$ cat config.mk
export PLATFORM = sky130hd
export DESIGN_NAME = text_console_cursor_engine_core
export DESIGN_NICKNAME = d
export VERILOG_FILES = /design/src/sv/ttce_pkg.sv /design/src/sv/ttce_front.sv /design/src/sv/ttce_fifo.sv /design/src/sv/ttce_back.sv /design/src/sv/text_console_cursor_engine_core.sv
export VERILOG_INCLUDE_DIRS = /design/src /design/src/sv
export SDC_FILE = /design/constraint.sdc
export NUM_CORES = 1
export LEC_CHECK = 0
export BUFFER_PORTS_ARGS = -buffer_cell sky130_fd_sc_hd__buf_4
export CORE_AREA = 3 3 90 92
export DETAILED_ROUTE_END_ITERATION = 10
export DIE_AREA = 0 0 93 95
export MAX_ROUTING_LAYER = met4
export PLACE_DENSITY_LB_ADDON = 0.08
export RECOVER_POWER = 50
export SETUP_SLACK_MARGIN = 0.5
export SYNTH_ARGS = -nofsm -noshare
export SYNTH_HDL_FRONTEND = slang
export SYNTH_SLANG_ARGS = --single-unit
export TNS_END_PERCENT = 50
$ cat constraint.sdc
create_clock -name i_clk -period 11.9 [get_ports i_clk]
set_clock_uncertainty 0.05 [all_clocks]
set_input_delay 1.19 -clock i_clk [delete_from_list [all_inputs] [get_ports i_clk]]
set_output_delay 1.19 -clock i_clk [all_outputs]
set_load 0.02 [all_outputs]
$ cat src/sv/text_console_cursor_engine_core_assert.svh
// assertion macros for the text console cursor engine
`ifndef TEXT_CONSOLE_CURSOR_ENGINE_CORE_ASSERT_SVH
`define TEXT_CONSOLE_CURSOR_ENGINE_CORE_ASSERT_SVH

`ifndef SYNTHESIS
`define TTCE_ASSERT(label, prop) \
    label: assert property (@(posedge i_clk) disable iff (!i_rst_n) (prop)) \
        else $error("ttce assertion failed");
`define TTCE_NEVER(label, cond) \
    label: assert property (@(posedge i_clk) disable iff (!i_rst_n) !(cond)) \
        else $error("ttce forbidden condition seen");
`else
`define TTCE_ASSERT(label, prop)
`define TTCE_NEVER(label, cond)
`endif

`endif

$ cat src/sv/ttce_pkg.sv
// shared types and constants for the text console cursor engine
package ttce_pkg;

    localparam int MAX_ROWS    = 32;
    localparam int MAX_COLUMNS = 128;
    localparam int ROW_W       = $clog2(MAX_ROWS);
    localparam int COL_W       = $clog2(MAX_COLUMNS);
    localparam int ADDR_W      = ROW_W + COL_W;
    localparam int CELLS       = MAX_ROWS * MAX_COLUMNS;
    localparam int TAB_STOP    = 8;

    localparam int ROWS_W = 6;
    localparam int COLS_W = 8;
    localparam int CFG_W  = 24;
    localparam int IDX_W  = 3;

    localparam logic [ROWS_W-1:0] ROWS_RESET = 6'd25;
    localparam logic [COLS_W-1:0] COLS_RESET = 8'd80;

    localparam logic [IDX_W-1:0] CFG_ROWS        = 3'd0;
    localparam logic [IDX_W-1:0] CFG_COLS        = 3'd1;
    localparam logic [IDX_W-1:0] CFG_ORIGIN_X    = 3'd2;
    localparam logic [IDX_W-1:0] CFG_ORIGIN_Y    = 3'd3;
    localparam logic [IDX_W-1:0] CFG_TEXT_COLOUR = 3'd4;

    localparam logic [7:0] CODE_BS    = 8'h08;
    localparam logic [7:0] CODE_TAB   = 8'h09;
    localparam logic [7:0] CODE_NL    = 8'h0A;
    localparam logic [7:0] CODE_CR    = 8'h0D;
    localparam logic [7:0] SPACE_CODE = 8'h20;

    localparam logic [1:0] ACT_MOVE  = 2'd0;
    localparam logic [1:0] ACT_GLYPH = 2'd1;
    localparam logic [1:0] ACT_CLEAR = 2'd2;
    localparam logic [1:0] ACT_BAD   = 2'd3;

    localparam int FIFO_DEPTH = 2;
    localparam int FIFO_PW    = $clog2(FIFO_DEPTH);

    typedef enum logic [2:0] {
        KIND_BS,
        KIND_TAB,
        KIND_NL,
        KIND_CR,
        KIND_PRINT
    } t_kind;

    typedef struct packed {
        t_kind      kind;
        logic [7:0] code;
    } t_entry;

    typedef struct packed {
        logic   valid;
        t_entry entry;
    } t_push;

    typedef struct packed {
        logic [ROWS_W-1:0] rows;
        logic [COLS_W-1:0] cols;
    } t_cfg;

    typedef enum logic [2:0] {
        ST_INIT   = 3'b001,
        ST_RUN    = 3'b010,
        ST_SCROLL = 3'b100
    } t_state;

endpackage

$ cat src/sv/ttce_front.sv
// front end: takes input words and classifies the character code
module ttce_front import ttce_pkg::*; (
    input  logic       i_s_tvalid,
    output logic       o_s_tready,
    input  logic [7:0] i_s_tdata,
    input  logic       i_fifo_full,
    input  logic       i_init_busy,
    output t_push      o_push
);

    t_kind kind;

    always_comb begin
        unique case (i_s_tdata)
            CODE_BS:  kind = KIND_BS;
            CODE_TAB: kind = KIND_TAB;
            CODE_NL:  kind = KIND_NL;
            CODE_CR:  kind = KIND_CR;
            default:  kind = KIND_PRINT;
        endcase
    end

    // no words taken while the store is still being blanked after reset
    assign o_s_tready        = !i_fifo_full && !i_init_busy;
    assign o_push.valid      = i_s_tvalid && o_s_tready;
    assign o_push.entry.kind = kind;
    assign o_push.entry.code = i_s_tdata;

endmodule

$ cat src/sv/ttce_fifo.sv
// small queue of classified characters between front and back end
module ttce_fifo import ttce_pkg::*; (
    input  logic   i_clk,
    input  logic   i_rst_n,
    input  t_push  i_push,
    output logic   o_full,
    input  logic   i_pop,
    output logic   o_empty,
    output t_entry o_entry
);

    t_entry                 r_mem [FIFO_DEPTH];
    logic [FIFO_PW-1:0]     r_wr_ptr, n_wr_ptr;
    logic [FIFO_PW-1:0]     r_rd_ptr, n_rd_ptr;
    logic [FIFO_PW:0]       r_count, n_count;

    assign o_full  = (r_count == (FIFO_PW+1)'(FIFO_DEPTH));
    assign o_empty = (r_count == '0);
    assign o_entry = r_mem[r_rd_ptr];

    always_comb begin
        n_wr_ptr = r_wr_ptr;
        n_rd_ptr = r_rd_ptr;
        n_count  = r_count;
        if (i_push.valid) begin
            n_wr_ptr = (r_wr_ptr == FIFO_PW'(FIFO_DEPTH-1)) ? '0 : r_wr_ptr + 1'b1;
        end
        if (i_pop) begin
            n_rd_ptr = (r_rd_ptr == FIFO_PW'(FIFO_DEPTH-1)) ? '0 : r_rd_ptr + 1'b1;
        end
        if (i_push.valid && !i_pop) begin
            n_count = r_count + 1'b1;
        end else if (!i_push.valid && i_pop) begin
            n_count = r_count - 1'b1;
        end
    end

    always_ff @(posedge i_clk) begin
        if (!i_rst_n) begin
            r_wr_ptr <= '0;
            r_rd_ptr <= '0;
            r_count  <= '0;
        end else begin
            r_wr_ptr <= n_wr_ptr;
            r_rd_ptr <= n_rd_ptr;
            r_count  <= n_count;
        end
    end

    always_ff @(posedge i_clk) begin
        if (i_push.valid) begin
            r_mem[r_wr_ptr] <= i_push.entry;
        end
    end

endmodule

$ cat src/sv/ttce_back.sv
// back end: cursor update, text store writes, scroll clearing and result word
module ttce_back import ttce_pkg::*; (
    input  logic       i_clk,
    input  logic       i_rst_n,
    input  t_cfg       i_cfg,
    input  logic       i_empty,
    input  t_entry     i_entry,
    output logic       o_pop,
    output logic       o_init_busy,
    output logic       o_m_tvalid,
    input  logic       i_m_tready,
    output logic [7:0] o_m_tdata
);

`include "text_console_cursor_engine_core_assert.svh"

    t_state             r_state, n_state;
    logic [COL_W-1:0]   r_col, n_col;
    logic [ROW_W-1:0]   r_row, n_row;
    logic [ROW_W-1:0]   r_top, n_top;
    logic [ROW_W-1:0]   r_clr_row, n_clr_row;
    logic [COL_W:0]     r_clr_cnt, n_clr_cnt;
    logic [ADDR_W-1:0]  r_init_cnt, n_init_cnt;
    logic               r_out_valid, n_out_valid;
    logic [1:0]         r_action, n_action;

    logic [7:0]         r_store [CELLS];
    logic               mem_we;
    logic [ADDR_W-1:0]  mem_addr;
    logic [7:0]         mem_data;

    logic [ROWS_W-1:0]  rows_eff;
    logic [COLS_W-1:0]  cols_eff;
    logic [COL_W-1:0]   col_c;
    logic [ROW_W-1:0]   row_c;
    logic [COLS_W-1:0]  col_next;
    logic [ROWS_W-1:0]  row_next;
    logic [COL_W-1:0]   col_wr;
    logic [1:0]         action;
    logic               scroll;
    logic [ROW_W-1:0]   phys_row;

    // zero acts as one, oversized values act as the maximum
    always_comb begin
        if (i_cfg.rows == '0) begin
            rows_eff = ROWS_W'(1);
        end else if (i_cfg.rows > ROWS_W'(MAX_ROWS)) begin
            rows_eff = ROWS_W'(MAX_ROWS);
        end else begin
            rows_eff = i_cfg.rows;
        end
        if (i_cfg.cols == '0) begin
            cols_eff = COLS_W'(1);
        end else if (i_cfg.cols > COLS_W'(MAX_COLUMNS)) begin
            cols_eff = COLS_W'(MAX_COLUMNS);
        end else begin
            cols_eff = i_cfg.cols;
        end
    end

    // cursor is pulled back inside the box if the box has shrunk
    assign col_c = (COLS_W'(r_col) >= cols_eff) ? COL_W'(cols_eff - 1'b1) : r_col;
    assign row_c = (ROWS_W'(r_row) >= rows_eff) ? ROW_W'(rows_eff - 1'b1) : r_row;

    always_comb begin
        col_next = COLS_W'(col_c);
        row_next = ROWS_W'(row_c);
        col_wr   = col_c;
        action   = ACT_MOVE;
        unique case (i_entry.kind)
            KIND_BS: begin
                if (col_c != '0) begin
                    col_next = COLS_W'(col_c) - 1'b1;
                    col_wr   = col_c - 1'b1;
                end
                action = ACT_CLEAR;
            end
            KIND_TAB: begin
                col_next = (COLS_W'(col_c) + COLS_W'(TAB_STOP)) & ~COLS_W'(TAB_STOP - 1);
                if (col_next >= cols_eff) begin
                    col_next = '0;
                    row_next = ROWS_W'(row_c) + 1'b1;
                end
            end
            KIND_NL: begin
                col_next = '0;
                row_next = ROWS_W'(row_c) + 1'b1;
            end
            KIND_CR: begin
                col_next = '0;
            end
            KIND_PRINT: begin
                action   = ACT_GLYPH;
                col_next = COLS_W'(col_c) + 1'b1;
                if (col_next >= cols_eff) begin
                    col_next = '0;
                    row_next = ROWS_W'(row_c) + 1'b1;
                end
            end
            default: begin
                action = ACT_MOVE;
            end
        endcase
    end

    assign scroll   = (row_next >= rows_eff);
    assign phys_row = r_top + row_c;

    assign o_pop = (r_state == ST_RUN) && !i_empty && (!r_out_valid || i_m_tready);

    always_comb begin
        n_state     = r_state;
        n_col       = r_col;
        n_row       = r_row;
        n_top       = r_top;
        n_clr_row   = r_clr_row;
        n_clr_cnt   = r_clr_cnt;
        n_init_cnt  = r_init_cnt;
        n_out_valid = r_out_valid && !i_m_tready;
        n_action    = r_action;
        mem_we      = 1'b0;
        mem_addr    = {phys_row, col_wr};
        mem_data    = SPACE_CODE;
        unique case (r_state)
            ST_INIT: begin
                mem_we     = 1'b1;
                mem_addr   = r_init_cnt;
                n_init_cnt = r_init_cnt + 1'b1;
                if (r_init_cnt == ADDR_W'(CELLS - 1)) begin
                    n_state = ST_RUN;
                end
            end
            ST_RUN: begin
                if (o_pop) begin
                    n_out_valid = 1'b1;
                    n_action    = action;
                    mem_we      = (i_entry.kind == KIND_BS) || (i_entry.kind == KIND_PRINT);
                    mem_data    = (i_entry.kind == KIND_PRINT) ? i_entry.code : SPACE_CODE;
                    n_col       = COL_W'(col_next);
                    if (scroll) begin
                        n_top     = r_top + 1'b1;
                        n_row     = ROW_W'(rows_eff - 1'b1);
                        // new bottom row sits at top + rows after the pointer moves
                        n_clr_row = ROW_W'(ROWS_W'(r_top) + rows_eff);
                        n_clr_cnt = '0;
                        n_state   = ST_SCROLL;
                    end else begin
                        n_row = ROW_W'(row_next);
                    end
                end
            end
            ST_SCROLL: begin
                mem_we    = 1'b1;
                mem_addr  = {r_clr_row, r_clr_cnt[COL_W-1:0]};
                n_clr_cnt = r_clr_cnt + 1'b1;
                if (r_clr_cnt == (COL_W+1)'(MAX_COLUMNS - 1)) begin
                    n_state = ST_RUN;
                end
            end
            default: begin
                n_state = ST_RUN;
            end
        endcase
    end

    always_ff @(posedge i_clk) begin
        if (!i_rst_n) begin
            r_state     <= ST_INIT;
            r_col       <= '0;
            r_row       <= '0;
            r_top       <= '0;
            r_clr_cnt   <= '0;
            r_init_cnt  <= '0;
            r_out_valid <= 1'b0;
        end else begin
            r_state     <= n_state;
            r_col       <= n_col;
            r_row       <= n_row;
            r_top       <= n_top;
            r_clr_cnt   <= n_clr_cnt;
            r_init_cnt  <= n_init_cnt;
            r_out_valid <= n_out_valid;
        end
    end

    always_ff @(posedge i_clk) begin
        r_clr_row <= n_clr_row;
        r_action  <= n_action;
    end

    always_ff @(posedge i_clk) begin
        if (mem_we) begin
            r_store[mem_addr] <= mem_data;
        end
    end

    assign o_init_busy = (r_state == ST_INIT);
    assign o_m_tvalid  = r_out_valid;
    assign o_m_tdata   = {6'b0, r_action};

    `TTCE_ASSERT(a_state_onehot, $onehot(r_state))
    `TTCE_ASSERT(a_scroll_enters_clear, (o_pop && scroll) |=> (r_state == ST_SCROLL) && (r_clr_cnt == '0))
    `TTCE_ASSERT(a_init_done, (r_state == ST_INIT) && (r_init_cnt == ADDR_W'(CELLS - 1)) |=> (r_state == ST_RUN))
    `TTCE_NEVER(a_no_bad_action, r_out_valid && (r_action == ACT_BAD))

endmodule

$ cat src/sv/text_console_cursor_engine_core.sv
// one word in, one word out; the back end stalls while its result word is not taken
// a word that scrolls holds the back end while it blanks every cell of the new bottom row
// one word per cycle unless scrolling or stalled, set by the single store write port
// reset: synchronous active low; afterwards the store is blanked one cell a cycle
// through MAX_ROWS * MAX_COLUMNS (4096) cells with s_tready low, config writes still taken
// rows_in_use resets to 25, columns_in_use to 80, cursor and top row to zero
module text_console_cursor_engine_core import ttce_pkg::*; (
    input  logic             i_clk,
    input  logic             i_rst_n,
    input  logic             i_s_tvalid,
    output logic             o_s_tready,
    input  logic [7:0]       i_s_tdata,   // [7:0] char_code
    output logic             o_m_tvalid,
    input  logic             i_m_tready,
    output logic [7:0]       o_m_tdata,   // [1:0] action, [7:2] zero
    input  logic             i_cfg_we,
    input  logic [IDX_W-1:0] i_cfg_idx,
    input  logic [CFG_W-1:0] i_cfg_data
);

    logic [ROWS_W-1:0] r_rows;
    logic [COLS_W-1:0] r_cols;
    t_cfg              cfg;
    t_push             push;
    t_entry            entry;
    logic              fifo_full;
    logic              fifo_empty;
    logic              pop;
    logic              init_busy;

    // origin and colour only matter to pixel drawing, which lives elsewhere
    always_ff @(posedge i_clk) begin
        if (!i_rst_n) begin
            r_rows <= ROWS_RESET;
            r_cols <= COLS_RESET;
        end else if (i_cfg_we) begin
            unique case (i_cfg_idx)
                CFG_ROWS:        r_rows <= i_cfg_data[ROWS_W-1:0];
                CFG_COLS:        r_cols <= i_cfg_data[COLS_W-1:0];
                CFG_ORIGIN_X,
                CFG_ORIGIN_Y,
                CFG_TEXT_COLOUR: r_rows <= r_rows;
                default:         r_cols <= r_cols;
            endcase
        end
    end

    assign cfg.rows = r_rows;
    assign cfg.cols = r_cols;

    ttce_front u_front (
        .i_s_tvalid  (i_s_tvalid),
        .o_s_tready  (o_s_tready),
        .i_s_tdata   (i_s_tdata),
        .i_fifo_full (fifo_full),
        .i_init_busy (init_busy),
        .o_push      (push)
    );

    ttce_fifo u_fifo (
        .i_clk   (i_clk),
        .i_rst_n (i_rst_n),
        .i_push  (push),
        .o_full  (fifo_full),
        .i_pop   (pop),
        .o_empty (fifo_empty),
        .o_entry (entry)
    );

    ttce_back u_back (
        .i_clk       (i_clk),
        .i_rst_n     (i_rst_n),
        .i_cfg       (cfg),
        .i_empty     (fifo_empty),
        .i_entry     (entry),
        .o_pop       (pop),
        .o_init_busy (init_busy),
        .o_m_tvalid  (o_m_tvalid),
        .i_m_tready  (i_m_tready),
        .o_m_tdata   (o_m_tdata)
    );

endmodule

==> results by group <==
Run status
  – Status: complete, no violations

STA
  – Final hold vios: 0
  – Max-slew headroom at the worst pin: 25.8%
  – Final setup viols: 0
  – F_max: 119 MHz
  – Post-layout min period: between 8 and 9 ns
  – RSZ-0062 raised after global routing: false
  – Final WS setup: ~3.5 ns
  – Crit share post-route: a little over two thirds
  – TNS Setup: 0 ns
  – Count of pins over their slew limit: 0
  – Slew at the pin closest to its max-slew limit: approximately 1.1 ns
  – Hold WS: about 0.45 ns

Placed design
  – Port Buf Inserts: 27
  – DP HPWL: slightly above 8000 um
  – Pre-CTS setup slack: between 3 and 4 ns
  – GPL Wtd Cong: 0.901

Synth
  – Mapped cell area: 4790 um^2
  – Cell taking the most area after synthesis: dfxtp_1
  – EDFF count, synth: 8
  – Seq cells post-synth: 63
  – Syn Inst Count: around 590
  – Synth cell count leaders: 68 x nor2_1, 64 x nand2_1, 55 x dfxtp_1
  – Largest cells by area after synthesis: dfxtp_1 23%, ha_1 11%, nor2_1 5.3%
  – Synth unique cells: 73
  – Most instantiated library cell after synthesis: nor2_1
  – Post-synth top flop: dfxtp_1
  – Synthesis warning total: 0
  – Seq/Total Area, Yosys: around 28%
  – Top-area cell type share of the netlist area: a little under a quarter
  – Ys async rst share: 0%
  – Avg Inst Size Synth: 8.15 um^2

Power
  – Max IR drop VDD: 0.0886 mV
  – Power Dens Cells: ~95 nW/um^2
  – LEAKAGE: 2.12 nW

Floorplanning
  – Die width: slightly above 90 um
  – Starting Density: about two thirds
  – Ports placed on the boundary: 50
  – Core Box Area: 7290 um^2
  – Rows: 31
  – Die Y-Extent: between 90 and 100 um
  – Overall die area: 8840 um^2

Setup path
  – CP max FO: 14
  – Critical Path Sink: u_back.r_row[3]
  – FF-to-FF End: u_back.r_row[3]
  – Slowest Stage Delay on Critical Path: between 0.8 and 0.9 ns
  – R2R cell count: 26
  – Crit. End Element: flop
  – Crit-path most repeated cell: ha_1
  – Critical R2R Launch: r_cols[7]
  – Worst Setup Start Kind: flop
  – Crit path kind: reg -> reg
  – WP data required: ~12 ns
  – CP Launch Point: r_cols[7]
  – Slowest-stage cell, CP: nor2_1
  – R2R Setup Slk: roughly 3.5 ns
  – Crit path DAT: ~8.6 ns

Clocking
  – Num CTS Buffers: 9
  – # clock sinks: 63
  – Postcts setup bufs: 0
  – Register clock-pin slew on the reported worst setup and hold paths: around 0.07 ns
  – Hold buffer count at CTS: 0
  – Root Driver: clkbuf_8
  – Clock Path Buffers: 2
  – Resized Gates After CTS: 0
  – CTS tree: yes
  – Worst skew pair latency: approximately 0.34 ns
  – H-tree Lvls: 3

Route
  – Router iterations before antenna repair: 5
  – DR iter-0 viols: between 400 and 500
  – Vias: ~4300
  – Routed wl met3: about 620 um
  – Final WL: 10700 um
  – Met1 wire length: approximately 4900 um
  – Metal2 WL: 5020 um
  – Post-route ant nets: 0
  – Drt drc: 0
  – Max Used Layer: met4
  – Drt via density: 6.07
  – Avg WL per Cell: about 15 um

Finish
  – Nets@finish: ~700
  – Fin util: 71.0%
  – Layout area overhead: 8.07%
  – Layout cell share with drive strength beyond 1: a little under a tenth
  – Ant. Diodes: 0

Global routing
  – Antenna violations before repair: 0
  – Total GRT Usage: between 20% and 30%
  – Total congestion overflow: 0
  – Global-route wire length before repair: around 18000 um
  – Vias in the first global route: approximately 4000
  – Largest net degree at the start of global routing: 24

Min path
  – Worst hold path class: reg -> reg
  – HP Start: u_back.r_row[0]

Run
  – Max cap viols: 0
-- worst min path at each step --
stage | end | slack [ns] | cells after the start
CTS | u_back.r_row[0] | 0.45 | 2
global route | u_back.r_clr_cnt[1] | 0.48 | 2
detailed placement | u_back.r_row[0] | 0.44 | 2
finish | u_back.r_row[0] | 0.45 | 2
global placement | u_back.r_init_cnt[6] | 0.42 | 2
floorplan | u_back.r_row[0] | 0.41 | 2
-- critical path: cells and delay by family, from the launching register on --
family / cells / cell delay (ns)
AO/OA/AOI/OAI: 10 / 2.84
XOR/XNOR: 1 / 0.16
adder cells (fa/ha/maj): 4 / 1.33
buffers and inverters: 2 / 0.61
flip-flops: 1 / 0.45
multiplexers: 2 / 0.63
AND/OR/NAND/NOR: 7 / 2.21
-- cell families (layout without fill, tap and decap cells) --
logic type      count (synthesis)  in the layout  synth area share (%)
other cells                     1              6                0.0783
compound gates                145            145                  21.0
mux                            20             20                  4.52
simple gates                  233            233                  23.4
buf+inv                        46             66                  5.12
flops                          63             63                  28.0
xor+xnor                       38             38                  6.95
fa+ha+maj                      42             42                  11.0
-- sequential cells by signal, summed over array words and instances (netlist names), 2 cells and up, named ones only --
register,cells
u_fifo.r_count,2
r_rows,6
u_fifo.r_mem,6
u_back.r_state,3
r_cols,8
u_back.r_clr_cnt,8
u_back.r_init_cnt,12
u_back.r_row,5
u_back.r_col,7
u_back.r_action,2
-- final cells by class --
cell class | count | area [um^2]
Inverter | 21 | 78.8
Timing Repair Buffer | 29 | 199
Clock inverter | 2 | 37.5
Multi-Input combinational cell | 484 | 3220
Fill cell | 630 | 2110
Clock buffer | 14 | 174
Tap cell | 99 | 124
Sequential cell | 63 | 1340
-- where the power goes --
group / internal (mW) / switching [mW] / leakage [nW] / total [mW]
combinational: 0.0278 / 0.0395 / 1.50 / 0.0673
sequential: 0.221 / 0.00690 / 0.515 / 0.228
clock: 0.115 / 0.0794 / 0.102 / 0.195
total: 0.365 / 0.126 / 2.12 / 0.490
-- cell usage in the layout (no fill, tap or decap), types with 9 or more instances in the layout --
cell / netlist / routed
a21oi_1: 45 / 45
and3_1: 9 / 9
buf_4: 8 / 22
clkbuf_8: 1 / 10
dfxtp_1: 55 / 55
ha_1: 42 / 42
inv_1: 19 / 19
mux2i_1: 16 / 16
nand2_1: 64 / 64
nand2b_1: 11 / 11
nand3_1: 20 / 20
nand4_1: 10 / 10
nor2_1: 68 / 68
nor3_1: 16 / 16
o21ai_0: 34 / 34
xnor2_1: 21 / 21
xor2_1: 17 / 17
-- stage by stage --
stage               instance area [um^2]  total power [mW]  std cells
CTS                                 5200             0.494        712
floorplan                           4810             0.281        593
finish                              5180             0.490        712
global route                        5180             0.511        712
global placement                    4990             0.297        696
detailed placement                  4990             0.300        696
-- metal layers --
| metal | GRT usage [%] | vias to the layer above |
|---|---|---|
| met3 | 4.22 | 7 |
| met1 | 32.7 | 2025 |
| met4 | 7.20 | 0 |
| li1 | - | 2166 |
| met2 | 42.8 | 122 |
| met5 | - | - |
No activity file was read; power rests on OpenSTA's default activity.
